==> src/rtl/stq_pkg.sv <==
// ----------------------------------------------------------------------------
// stq_pkg
// Shared codes, sizes and controller/datapath interface types for the
// sorted timer queue.
// ----------------------------------------------------------------------------
package stq_pkg;

    localparam int DEFAULT_SLOTS = 32;
    localparam int MAX_OUT       = 32;
    localparam int CNT_W         = $clog2(MAX_OUT + 1);

    localparam logic [31:0] DEADLINE_MAX = 32'hffff_ffff;

    // opcodes
    localparam logic [1:0] OP_TICK  = 2'd0;
    localparam logic [1:0] OP_ALLOC = 2'd1;
    localparam logic [1:0] OP_SET   = 2'd2;
    localparam logic [1:0] OP_FREE  = 2'd3;

    // result kinds
    localparam logic [1:0] KIND_ALLOC   = 2'd0;
    localparam logic [1:0] KIND_FAIL    = 2'd1;
    localparam logic [1:0] KIND_EXPIRED = 2'd2;

    // slot status codes
    localparam logic [1:0] ST_FREE  = 2'd0;
    localparam logic [1:0] ST_ALLOC = 2'd1;
    localparam logic [1:0] ST_RUN   = 2'd2;

    // commands from the controller to the datapath
    typedef struct packed {
        logic load;       // latch the input transfer
        logic tick_inc;   // advance the tick counter
        logic walk_init;  // cur = head, prev = sentinel, clear walk state
        logic walk_adv;   // prev = cur, cur = link[cur]
        logic tk_emit;    // send the pending expiry
        logic tk_take;    // retire head node into the pending register
        logic al_init;    // start free-slot scan
        logic al_next;    // advance free-slot scan
        logic al_ok;      // grant scanned slot
        logic al_fail;    // report allocation failure
        logic sel_alloc;  // status read at scan index instead of slot
        logic un_fix;     // bypass the unlinked node
        logic st_free;    // mark slot free
        logic set_wr;     // store deadline and payload, mark running
        logic in_link_s;  // link[s] = cur, head = s at front
        logic in_link_p;  // link[prev] = s
    } t_cmd;

    // status from the datapath to the controller
    typedef struct packed {
        logic [1:0] st_sel;     // status of selected slot
        logic       s_valid;    // slot index within the pool
        logic       out_free;   // output register can take a result
        logic       more;       // current node expires this tick, within the per-tick limit
        logic       pend_v;     // an expiry waits to be sent
        logic       cur_is_s;   // walk reached the target slot
        logic       cur_sent;   // walk reached the sentinel
        logic       prev_sent;  // walk still at the front
        logic       ins_here;   // insertion point found
        logic       idx_last;   // scan at the last slot
    } t_sts;

endpackage

==> src/rtl/stq_ctrl.sv <==
// ----------------------------------------------------------------------------
// stq_ctrl
// Operation sequencer: accepts one request at a time and steps the datapath
// through list walks, scans and result transfers.
// ----------------------------------------------------------------------------
module stq_ctrl (
    input  logic          i_clk,
    input  logic          i_rst_n,
    input  logic          i_in_valid,
    input  logic [1:0]    i_opcode,
    output logic          o_in_ready,
    input  stq_pkg::t_sts i_sts,
    output stq_pkg::t_cmd o_cmd
);

    localparam logic [3:0] S_IDLE  = 4'd0;
    localparam logic [3:0] S_T_RD  = 4'd1;
    localparam logic [3:0] S_T_CHK = 4'd2;
    localparam logic [3:0] S_A_SCN = 4'd3;
    localparam logic [3:0] S_CHK   = 4'd4;
    localparam logic [3:0] S_U_RD  = 4'd5;
    localparam logic [3:0] S_U_CHK = 4'd6;
    localparam logic [3:0] S_SETWR = 4'd7;
    localparam logic [3:0] S_I_RD  = 4'd8;
    localparam logic [3:0] S_I_CHK = 4'd9;
    localparam logic [3:0] S_I_LNK = 4'd10;

    logic [3:0] r_state, n_state;
    logic [1:0] r_op, n_op;

    assign o_in_ready = (r_state == S_IDLE);

    always_ff @(posedge i_clk) begin
        if (!i_rst_n) begin
            r_state <= S_IDLE;
            r_op    <= stq_pkg::OP_TICK;
        end else begin
            r_state <= n_state;
            r_op    <= n_op;
        end
    end

    always_comb begin
        n_state = r_state;
        n_op    = r_op;
        o_cmd   = '0;
        unique case (r_state)
            S_IDLE: begin
                if (i_in_valid) begin
                    o_cmd.load = 1'b1;
                    n_op       = i_opcode;
                    unique case (i_opcode)
                        stq_pkg::OP_TICK: begin
                            o_cmd.tick_inc  = 1'b1;
                            o_cmd.walk_init = 1'b1;
                            n_state         = S_T_RD;
                        end
                        stq_pkg::OP_ALLOC: begin
                            o_cmd.al_init = 1'b1;
                            n_state       = S_A_SCN;
                        end
                        default: n_state = S_CHK;
                    endcase
                end
            end
            S_T_RD: n_state = S_T_CHK;
            S_T_CHK: begin
                if (!i_sts.pend_v || i_sts.out_free) begin
                    o_cmd.tk_emit = i_sts.pend_v;
                    if (i_sts.more) begin
                        o_cmd.tk_take = 1'b1;
                        n_state       = S_T_RD;
                    end else begin
                        n_state = S_IDLE;
                    end
                end
            end
            S_A_SCN: begin
                o_cmd.sel_alloc = 1'b1;
                if (i_sts.st_sel == stq_pkg::ST_FREE) begin
                    if (i_sts.out_free) begin
                        o_cmd.al_ok = 1'b1;
                        n_state     = S_IDLE;
                    end
                end else if (i_sts.idx_last) begin
                    if (i_sts.out_free) begin
                        o_cmd.al_fail = 1'b1;
                        n_state       = S_IDLE;
                    end
                end else begin
                    o_cmd.al_next = 1'b1;
                end
            end
            S_CHK: begin
                if (!i_sts.s_valid || i_sts.st_sel == stq_pkg::ST_FREE) begin
                    n_state = S_IDLE;
                end else if (i_sts.st_sel == stq_pkg::ST_RUN) begin
                    o_cmd.walk_init = 1'b1;
                    n_state         = S_U_RD;
                end else if (r_op == stq_pkg::OP_SET) begin
                    n_state = S_SETWR;
                end else begin
                    o_cmd.st_free = 1'b1;
                    n_state       = S_IDLE;
                end
            end
            S_U_RD: n_state = S_U_CHK;
            S_U_CHK: begin
                if (i_sts.cur_sent || i_sts.cur_is_s) begin
                    o_cmd.un_fix = i_sts.cur_is_s;
                    if (r_op == stq_pkg::OP_SET) begin
                        n_state = S_SETWR;
                    end else begin
                        o_cmd.st_free = 1'b1;
                        n_state       = S_IDLE;
                    end
                end else begin
                    o_cmd.walk_adv = 1'b1;
                    n_state        = S_U_RD;
                end
            end
            S_SETWR: begin
                o_cmd.set_wr    = 1'b1;
                o_cmd.walk_init = 1'b1;
                n_state         = S_I_RD;
            end
            S_I_RD: n_state = S_I_CHK;
            S_I_CHK: begin
                if (i_sts.ins_here) begin
                    o_cmd.in_link_s = 1'b1;
                    n_state         = i_sts.prev_sent ? S_IDLE : S_I_LNK;
                end else begin
                    o_cmd.walk_adv = 1'b1;
                    n_state        = S_I_RD;
                end
            end
            S_I_LNK: begin
                o_cmd.in_link_p = 1'b1;
                n_state         = S_IDLE;
            end
            default: n_state = S_IDLE;
        endcase
    end

endmodule

==> src/rtl/stq_dpath.sv <==
// ----------------------------------------------------------------------------
// stq_dpath
// Slot storage, sorted list memories, walk pointers, tick counter and the
// result output register.
// ----------------------------------------------------------------------------
module stq_dpath #(
    parameter int SLOTS = stq_pkg::DEFAULT_SLOTS
) (
    input  logic          i_clk,
    input  logic          i_rst_n,
    input  stq_pkg::t_cmd i_cmd,
    output stq_pkg::t_sts o_sts,
    input  logic [4:0]    i_slot,
    input  logic [31:0]   i_delay,
    input  logic [31:0]   i_payload,
    input  logic          i_out_ready,
    output logic          o_out_valid,
    output logic [1:0]    o_kind,
    output logic [4:0]    o_slot,
    output logic [31:0]   o_payload,
    output logic          o_last
);

    localparam int AW = (SLOTS > 1) ? $clog2(SLOTS) : 1;
    localparam int LW = $clog2(SLOTS + 1);
    localparam logic [LW-1:0] SENT = LW'(SLOTS);

    // list memories
    logic [31:0]   m_dl   [SLOTS];
    logic [31:0]   m_pay  [SLOTS];
    logic [LW-1:0] m_link [SLOTS];
    logic [31:0]   r_rd_dl, r_rd_pay;
    logic [LW-1:0] r_rd_link;

    logic [1:0]    r_st [SLOTS];
    logic [4:0]    r_slot;
    logic [31:0]   r_delay, r_pay_in;
    logic [31:0]   r_tick, r_new_dl;
    logic [LW-1:0] r_head, r_cur, r_prev;
    logic [AW-1:0] r_idx;
    logic [stq_pkg::CNT_W-1:0] r_n;
    logic          r_pend_v;
    logic [AW-1:0] r_pend_slot;
    logic [31:0]   r_pend_pay;

    logic          r_out_v, r_out_last;
    logic [1:0]    r_out_kind;
    logic [4:0]    r_out_slot;
    logic [31:0]   r_out_pay;

    logic [AW-1:0] rd_addr, s_addr, st_addr;
    logic [LW-1:0] s_link;
    logic [32:0]   dl_sum;
    logic [31:0]   dl_sat;
    logic          out_free, more;
    logic          st_we;
    logic [AW-1:0] st_wa;
    logic [1:0]    st_wd;
    logic          lk_we;
    logic [AW-1:0] lk_wa;
    logic [LW-1:0] lk_wd;

    assign rd_addr  = (r_cur == SENT) ? '0 : AW'(r_cur);
    assign s_addr   = AW'(r_slot);
    assign s_link   = LW'(s_addr);
    assign st_addr  = i_cmd.sel_alloc ? r_idx : s_addr;
    assign dl_sum   = {1'b0, r_tick} + {1'b0, r_delay};
    assign dl_sat   = dl_sum[32] ? stq_pkg::DEADLINE_MAX : dl_sum[31:0];
    assign out_free = !r_out_v || i_out_ready;
    assign more     = (r_cur != SENT) && (r_n < stq_pkg::CNT_W'(stq_pkg::MAX_OUT))
                      && (r_rd_dl <= r_tick);

    always_comb begin
        o_sts           = '0;
        o_sts.st_sel    = r_st[st_addr];
        o_sts.s_valid   = (int'(r_slot) < SLOTS);
        o_sts.out_free  = out_free;
        o_sts.more      = more;
        o_sts.pend_v    = r_pend_v;
        o_sts.cur_is_s  = (r_cur == s_link);
        o_sts.cur_sent  = (r_cur == SENT);
        o_sts.prev_sent = (r_prev == SENT);
        o_sts.ins_here  = (r_cur == SENT) || (r_new_dl <= r_rd_dl);
        o_sts.idx_last  = (r_idx == AW'(SLOTS - 1));
    end

    // status write select
    always_comb begin
        st_we = 1'b1;
        st_wa = s_addr;
        st_wd = stq_pkg::ST_RUN;
        priority if (i_cmd.tk_take) begin
            st_wa = rd_addr;
            st_wd = stq_pkg::ST_ALLOC;
        end else if (i_cmd.al_ok) begin
            st_wa = r_idx;
            st_wd = stq_pkg::ST_ALLOC;
        end else if (i_cmd.st_free) begin
            st_wd = stq_pkg::ST_FREE;
        end else if (i_cmd.set_wr) begin
            st_wd = stq_pkg::ST_RUN;
        end else begin
            st_we = 1'b0;
        end
    end

    // link write select
    always_comb begin
        lk_we = 1'b1;
        lk_wa = AW'(r_prev);
        lk_wd = r_rd_link;
        priority if (i_cmd.un_fix) begin
            lk_we = !(r_prev == SENT);
        end else if (i_cmd.in_link_s) begin
            lk_wa = s_addr;
            lk_wd = r_cur;
        end else if (i_cmd.in_link_p) begin
            lk_wd = s_link;
        end else begin
            lk_we = 1'b0;
        end
    end

    always_ff @(posedge i_clk) begin
        r_rd_dl   <= m_dl[rd_addr];
        r_rd_pay  <= m_pay[rd_addr];
        r_rd_link <= m_link[rd_addr];
        if (i_cmd.set_wr) begin
            m_dl[s_addr]  <= dl_sat;
            m_pay[s_addr] <= r_pay_in;
        end
        if (lk_we) begin
            m_link[lk_wa] <= lk_wd;
        end
    end

    always_ff @(posedge i_clk) begin
        if (!i_rst_n) begin
            for (int i = 0; i < SLOTS; i++) begin
                r_st[i] <= stq_pkg::ST_FREE;
            end
        end else if (st_we) begin
            r_st[st_wa] <= st_wd;
        end
    end

    // payload, walk pointer, scan index and pending expiry registers
    always_ff @(posedge i_clk) begin
        if (i_cmd.load) begin
            r_slot   <= i_slot;
            r_delay  <= i_delay;
            r_pay_in <= i_payload;
        end
        if (i_cmd.set_wr) begin
            r_new_dl <= dl_sat;
        end
        if (i_cmd.walk_init) begin
            r_cur  <= r_head;
            r_prev <= SENT;
            r_n    <= '0;
        end else if (i_cmd.walk_adv) begin
            r_prev <= r_cur;
            r_cur  <= r_rd_link;
        end else if (i_cmd.tk_take) begin
            r_cur <= r_rd_link;
            r_n   <= r_n + 1'b1;
        end
        if (i_cmd.al_init) begin
            r_idx <= '0;
        end else if (i_cmd.al_next) begin
            r_idx <= r_idx + 1'b1;
        end
        if (i_cmd.tk_take) begin
            r_pend_slot <= rd_addr;
            r_pend_pay  <= r_rd_pay;
        end
    end

    // control registers
    always_ff @(posedge i_clk) begin
        if (!i_rst_n) begin
            r_head   <= SENT;
            r_tick   <= '0;
            r_pend_v <= 1'b0;
            r_out_v  <= 1'b0;
        end else begin
            if (i_cmd.tick_inc && r_tick != stq_pkg::DEADLINE_MAX) begin
                r_tick <= r_tick + 32'd1;
            end
            priority if (i_cmd.tk_take || i_cmd.un_fix) begin
                if (i_cmd.tk_take || r_prev == SENT) begin
                    r_head <= r_rd_link;
                end
            end else if (i_cmd.in_link_s && r_prev == SENT) begin
                r_head <= s_link;
            end
            if (i_cmd.walk_init) begin
                r_pend_v <= 1'b0;
            end else if (i_cmd.tk_take) begin
                r_pend_v <= 1'b1;
            end else if (i_cmd.tk_emit) begin
                r_pend_v <= 1'b0;
            end
            if (i_cmd.tk_emit || i_cmd.al_ok || i_cmd.al_fail) begin
                r_out_v <= 1'b1;
            end else if (i_out_ready) begin
                r_out_v <= 1'b0;
            end
        end
    end

    always_ff @(posedge i_clk) begin
        priority if (i_cmd.tk_emit) begin
            r_out_kind <= stq_pkg::KIND_EXPIRED;
            r_out_slot <= 5'(r_pend_slot);
            r_out_pay  <= r_pend_pay;
            r_out_last <= !more;
        end else if (i_cmd.al_ok) begin
            r_out_kind <= stq_pkg::KIND_ALLOC;
            r_out_slot <= 5'(r_idx);
            r_out_pay  <= '0;
            r_out_last <= 1'b1;
        end else if (i_cmd.al_fail) begin
            r_out_kind <= stq_pkg::KIND_FAIL;
            r_out_slot <= '0;
            r_out_pay  <= '0;
            r_out_last <= 1'b1;
        end
    end

    assign o_out_valid = r_out_v;
    assign o_kind      = r_out_kind;
    assign o_slot      = r_out_slot;
    assign o_payload   = r_out_pay;
    assign o_last      = r_out_last;

endmodule

==> src/rtl/sorted_timer_queue_unit.sv <==
// Tick retires each due slot from the list head; allocate scans for a free slot;
// set/free walk the list to unlink a running node, and set walks it again to insert it.
// Throughput: one request at a time; the list walks through the link memory set
// the rate.
// Reset (synchronous, active low): all slots free, list empty, tick count zero.
// Results leave through an output register, so a new request can enter while one waits.
// ----------------------------------------------------------------------------
// sorted_timer_queue_unit
// Timer pool kept as a deadline-sorted linked list ahead of a fixed sentinel.
// Requests: tick, allocate, set timer, free. Tick sends every due timer in
// deadline order and marks the final one with tlast.
// ----------------------------------------------------------------------------
module sorted_timer_queue_unit #(
    parameter int SLOTS = stq_pkg::DEFAULT_SLOTS
) (
    input  logic        i_clk,
    input  logic        i_rst_n,
    // request channel
    input  logic        s_axis_tvalid,
    output logic        s_axis_tready,
    input  logic [71:0] s_axis_tdata,   // slot[4:0], delay[36:5], payload[68:37]
    input  logic [1:0]  s_axis_tuser,   // opcode[1:0]
    // result channel
    output logic        m_axis_tvalid,
    input  logic        m_axis_tready,
    output logic [39:0] m_axis_tdata,   // slot_out[4:0], payload_out[36:5]
    output logic [1:0]  m_axis_tuser,   // kind[1:0]
    output logic        m_axis_tlast
);

    stq_pkg::t_cmd cmd;
    stq_pkg::t_sts sts;
    logic [4:0]    out_slot;
    logic [31:0]   out_pay;

    // sequencer: takes a request only while idle
    stq_ctrl u_ctrl (
        .i_clk      (i_clk),
        .i_rst_n    (i_rst_n),
        .i_in_valid (s_axis_tvalid),
        .i_opcode   (s_axis_tuser),
        .o_in_ready (s_axis_tready),
        .i_sts      (sts),
        .o_cmd      (cmd)
    );

    // storage, list walk and the result register
    stq_dpath #(
        .SLOTS (SLOTS)
    ) u_dpath (
        .i_clk       (i_clk),
        .i_rst_n     (i_rst_n),
        .i_cmd       (cmd),
        .o_sts       (sts),
        .i_slot      (s_axis_tdata[4:0]),
        .i_delay     (s_axis_tdata[36:5]),
        .i_payload   (s_axis_tdata[68:37]),
        .i_out_ready (m_axis_tready),
        .o_out_valid (m_axis_tvalid),
        .o_kind      (m_axis_tuser),
        .o_slot      (out_slot),
        .o_payload   (out_pay),
        .o_last      (m_axis_tlast)
    );

    // pack result fields, pad to whole bytes
    assign m_axis_tdata = {3'b000, out_pay, out_slot};

endmodule

==> config.mk <==
export PLATFORM = sky130hd
export DESIGN_NAME = sorted_timer_queue_unit
export DESIGN_NICKNAME = d
export VERILOG_FILES = /design/src/rtl/stq_pkg.sv /design/src/rtl/stq_ctrl.sv /design/src/rtl/stq_dpath.sv /design/src/rtl/sorted_timer_queue_unit.sv
export SDC_FILE = /design/constraint.sdc
export NUM_CORES = 2
export LEC_CHECK = 0
export BUFFER_PORTS_ARGS = -buffer_cell sky130_fd_sc_hd__buf_2
export CORE_ASPECT_RATIO = 0.7
export CORE_UTILIZATION = 25
export CTS_BUF_LIST = sky130_fd_sc_hd__clkbuf_8
export DETAILED_ROUTE_END_ITERATION = 7
export PLACE_DENSITY = 0.41
export SYNTH_ARGS = -nofsm -noshare
export SYNTH_HDL_FRONTEND = slang
export SYNTH_SLANG_ARGS = --single-unit
==> constraint.sdc <==
create_clock -name i_clk -period 5.8 [get_ports i_clk]
set_input_delay 0.87 -clock i_clk [delete_from_list [all_inputs] [get_ports i_clk]]
set_output_delay 0.87 -clock i_clk [all_outputs]
set_load 0.01 [all_outputs]
# Yosys cells after proc, flatten, opt, wreduce, memory -nomap -nowiden
# Memories as Yosys holds them, arrays and structs flattened. A register that Yosys moved wholly into a read port is not among the register bits.
# Index checks and enable logic that the tools add are counted.
# totals
reg_bits	247
romBits	0
n_memories	4
wordCells	186
out_inout_bits	45
ramBits	2304
in_bits	78
latch_bits	0
# memory_table
name	depth	word_bits	read_ports	rd_clocked_by_memory_dff	write_ports	line_no	source
u_dpath.m_dl	32	32	1	1	1	stq_dpath.sv:29	logic [31:0] m_dl [SLOTS];
u_dpath.m_pay	32	32	1	1	1	stq_dpath.sv:30	logic [31:0] m_pay [SLOTS];
u_dpath.m_link	32	6	1	1	1	stq_dpath.sv:31	logic [LW-1:0] m_link [SLOTS];
u_dpath.r_st	32	2	1	0	32	stq_dpath.sv:35	logic [1:0] r_st [SLOTS];
# op_classes
eq_ne	23
div_mod_pow	0
n_shift	0
n_lt_le_gt_ge	3
n_reduce_logical	32
n_bitwise	2
multipliers	0
muxes	97
n_addsub	4
# ops
cell	count
two-way mux 32 bit	4
less-or-equal comparator 32 bit	2
two-way mux 6 bit	9
two-way mux 5 bit	10
two-way mux 1 bit	45
two-way mux 4 bit	11
case mux 4 bit (10 select lines)	1
adder 32 x 32 -> 33 bit	1
adder 32 x 1 -> 32 bit, second input constant	1
inequality test 32 bit, second input constant	1
two-way mux 2 bit	11
equality test 4 x 3 -> 1 bit, second input constant	4
equality test 4 bit, second input constant	3
equality test 6 bit, second input constant	2
equality test 4 x 2 -> 1 bit, second input constant	2
logical OR 1 bit	8
nonzero test 2 bit	4
adder 6 x 1 -> 6 bit, second input constant	1
equality test 6 x 5 -> 1 bit	1
less-than comparator 6 bit, second input constant	1
two-way mux 3 bit	2
inequality test 6 bit, second input constant	1
case mux 3 bit (2 select lines)	1
AND reduction 2 bit	3
other kinds (18)	32

# Logic depth before layout (Yosys ltp)
# logic_depth
ltp_mapped	17
mapped_depth_nobuf	14

# Modules after synthesis
# Synthesis repeated with hierarchy kept, for this count alone.
# hier_totals
cells_unflattened	4779
hier_area_um2	102484.5
# by_module_without_submodules
module	area_per_inst_um2	seq_area_each_um2	instances	cells_each
stq_dpath	101793.9	77234.1	1	4690
stq_ctrl	664.4	120.1	1	85
sorted_timer_queue_unit	26.3	0.0	1	4

# Worst setup path before layout
# OpenSTA, ideal clock, no wires.
# synth_path
kind	reg-to-reg
from	register u_ctrl.r_state[0]
to	memory u_dpath.m_dl[31][0] (enable)
t_required_ns	5.313
path_stages_with_launch	6
setup_time_ns	0.487
path_buffers	1
setup_slack_ns	0.512
t_arrival_ns	4.801
path_cell_list	dfxtp_1 clkbuf_1 nand4_1 inv_1 nand3_1 nor2_1
# synth_between
elab_chain_len	4
# synth_rtl
item	line_no	source
from (decl)	stq_ctrl.sv:28	logic [3:0] r_state, n_state;
from (signal assigned)	stq_ctrl.sv:38	r_state <= n_state;
equality test 4 x 3 -> 1 bit	stq_ctrl.sv:47	unique case (r_state)
two-way mux 1 bit	stq_ctrl.sv:47	
two-way mux 1 bit	stq_dpath.sv:128	if (i_cmd.set_wr) begin
two-way mux 1 bit (implied by the code)	stq_dpath.sv:129	m_dl[s_addr] <= dl_sat;
to (decl)	stq_dpath.sv:29	
# No other way between the ends.

==> summary.txt <==
Place
  • GPL Wtd Cong: 0.762
  • DP Wirelength: 157000 µm
  • Count of input and output buffers: 116

Timing
  • Slew at the pin closest to its max-slew limit: 1290 ps
  • Setup-failing EPs final: 0
  • RSZ-0062 raised after global routing: false
  • Fin crit share: 90.6%
  • Hold Vio Cnt, Final: 0
  • Total negative slack: 0 ps
  • Min cycle time layout: 5250 ps
  • Highest Clock Rate: 190 MHz
  • Slew headroom: 14.1%
  • Clk_skew: 78.1 ps
  • Final Max Slew Viols: 0

Critical path
  • R2r endpoint: u_dpath.r_st[28][1]
  • Crit-path slowest cell: nor4_4
  • Required time of the worst setup path: 6500 ps
  • Cells along the critical path: buf_4, and4bb_1, buf_4, mux2_2, nor2_1, a22oi_1, a21oi_1, a211oi_1, buf_4, nor4_4, buf_4, a22o_1, a2bb2oi_1, nand3_1, o21ai_1
  • Crit-path max cell delay: 590 ps
  • Reg-to-Reg Start: u_ctrl.r_state[0]
  • Nature of the critical path endpoint: register
  • Worst reg2reg setup slack: 550 ps
  • CP Launch Type: register
  • Crit path top cell by count: buf_4
  • Crit path DAT: 5950 ps
  • Kind of critical path: register to register
  • Critical path fanouts, max: 15
  • R2r worst-path depth: 15

Run status
  • Violated checks: design-rule violations
  • Outcome: finished with violations

Logic synthesis
  • Mapped Area: 102000 µm²
  • Post-synth top area cell: edfxtp_1
  • Yosys reg bits: 2621
  • Yosys cell types: 83
  • Async SR Flop Fraction: 0%
  • Syn. warnings: 0
  • Sequential area share after synthesis: 75.6%
  • Ys flop type: edfxtp_1
  • Syn_area_per_cell: 21.5 µm²
  • Cell with the most instances after synthesis: edfxtp_1
  • Gate count after technology mapping: 4768
  • Post-synth EDFFs: 2486
  • Share of the synthesized area in the top cell type: 72.9%
  • Synth top area cells: edfxtp_1, mux4_2, dfxtp_1
  • Synth cell count leaders: edfxtp_1, mux4_2, nor2_1, clkbuf_1, dfxtp_1

Clock tree
  • Total CTS buffers: 417
  • Number of clock sinks: 2621
  • Clk_lat worst skew: 1060 ps
  • Max clock buf depth: 4
  • Root buf cell: clkbuf_8
  • Clock Pin Slew Worst Setup and Hold Paths: 60 ps
  • Setup Fix Bufs, Post-CTS: 0
  • H-tree depth: 5
  • CTS tree: done

Die
  • Initial Utilization: 25.1%
  • Row count: 196
  • Core ar.: 407000 µm²
  • DIE AREA: 412000 µm²
  • DIE WIDTH: 767 µm
  • I/O pin cnt: 123
  • Die Ht: 537 µm

Power and ir drop
  • Power Dens Cells: 356 nW/µm²
  • Cell leakage power: 37.5 nW
  • Total Power: 42.3 mW
  • VDD IR max: 181 µV

Route
  • Vias: 49923
  • Post-Route WL: 301000 µm
  • Vias per cell: 4.52
  • Wire per inst: 27.2 µm
  • Drt initial violations: 4525
  • Initial DRT Pass Iterations: 7
  • Routed Antenna Nets: 0
  • DRC viols: 2

Run
  • Max Cap Violations: 0

Cells and area
  • Layout Nets: 5458
  • Area Overhead vs Synth: 16.2%
  • Final core utilization: 29.2%
  • Share of layout cells above drive strength 1: 29.7%

Global routing
  • Vias in the first global route: 52166
  • Initial antenna violation count: 19
  • First-pass GRT wire length: 416000 µm
  • GRT Util Overall: 14.3%
  • Largest net degree at the start of global routing: 128
  • Global route total overflow: 0

Min path
  • Hold WC Path Type: primary input to register
  • Min-Delay Endpoint: u_dpath.r_delay[21]
  • WHS Path Cells: 1
  • Min-delay src: s_axis_tdata[26]
==> logic make-up after synthesis <==
group	synth area share, %
AOI/OAI and AO/OA	1.82
and+or+nand+nor	2.70
xor gates and xnor gates	0.556
buffers and inverters	1.25
muxes	16.8
other	0.00366
adders and majority gates	1.24
DFF	75.6
==> cell type report <==
cell class | instances | area (µm²)
antenna | 5 | 12.5
clock buffer | 453 | 6230
clock inverter | 291 | 1350
fill | 39764 | 288000
inverter | 82 | 314
multi-input combinational | 1831 | 24000
sequential | 2621 | 77400
tap | 5445 | 6810
timing repair buffer | 326 | 2820
==> what timing repair did <==
action | in CTS | in global routing
endpoints found under the hold margin | 46 | 0
gates resized for setup | 0 | 0
hold buffers | 46 | 0
==> layout by cell type, fill, tap and decap left out, drive strengths merged, types with 9 or more instances in the layout <==
cell / n
nor2b: 15
a22oi: 20
xor2: 15
a21oi: 68
mux4: 701
and3: 9
nand2: 107
o21ai: 64
a21o: 37
nand4: 28
nor2: 201
o31ai: 10
inv: 263
nand2b: 21
ha: 100
and2: 37
a211oi: 13
nor3: 52
nand3b: 10
mux2: 86
xnor2: 50
dlygate4sd3: 46
mux2i: 44
edfxtp: 2486
clkbuf: 453
nand3: 35
buf: 280
dfxtp: 135
clkinv: 99
==> critical path, delay by kind of cell, from the launching register on <==
family | cells | cell delay, ps
buffers and inverters | 4 | 1010
and+or+nand+nor | 4 | 1690
DFF | 1 | 310
AOI/OAI and AO/OA | 6 | 1480
muxes | 1 | 410
==> per-layer routing <==
metal  global-route usage (%)  share of wire (%)
met1                     20.4                 47
met2                     22.4                 46
met3                     2.57                5.3
met4                     3.84                2.5
met5                        0                  0
==> how the worst max path moves through the flow <==
| stage | from | to | slack [ps] | depth (start not counted) |
|---|---|---|---|---|
| 6_report | u_ctrl.r_state[0] | u_dpath.r_st[28][1] | 550 | 15 |
| 3_5_place_dp | u_ctrl.r_state[0] | u_dpath.r_st[31][0] | 650 | 15 |
| 4_1_cts | u_ctrl.r_state[0] | u_dpath.r_st[30][1] | 610 | 15 |
| 2_1_floorplan | u_ctrl.r_state[0] | u_dpath.m_dl[31][0] | 510 | 5 |
| 5_1_grt | u_ctrl.r_state[0] | u_dpath.r_st[30][1] | 290 | 15 |
| 3_3_place_gp | u_ctrl.r_state[0] | u_dpath.r_st[28][1] | 660 | 15 |
==> stage by stage <==
| step | instance area, µm² | hold slack [ps] | cells | setup WS (ps) |
|---|---|---|---|---|
| after floorplan | 102000 | 386 | 4770 | 512 |
| after global placement | 111000 | 392 | 10259 | 659 |
| after detailed placement | 111000 | 389 | 10259 | 649 |
| after CTS | 119000 | 0.608 | 11049 | 612 |
| after global routing | 119000 | 23.2 | 11050 | 285 |
| final | 119000 | 85.9 | 11054 | 546 |
==> sequential cells by signal, summed over array words and instances (netlist names), 64 cells and up <==
name / cells
u_dpath.m_pay: 1024
u_dpath.m_dl: 1024
u_dpath.m_link: 192
u_dpath.r_st: 64
==> power breakdown <==
group	switching (mW)	internal, mW
Combinational	2.98	2.31
Sequential	0.528	21.6
Clock	7.56	7.31
Total	11.1	31.3
Note: power is estimated with default switching activity, not from simulation.
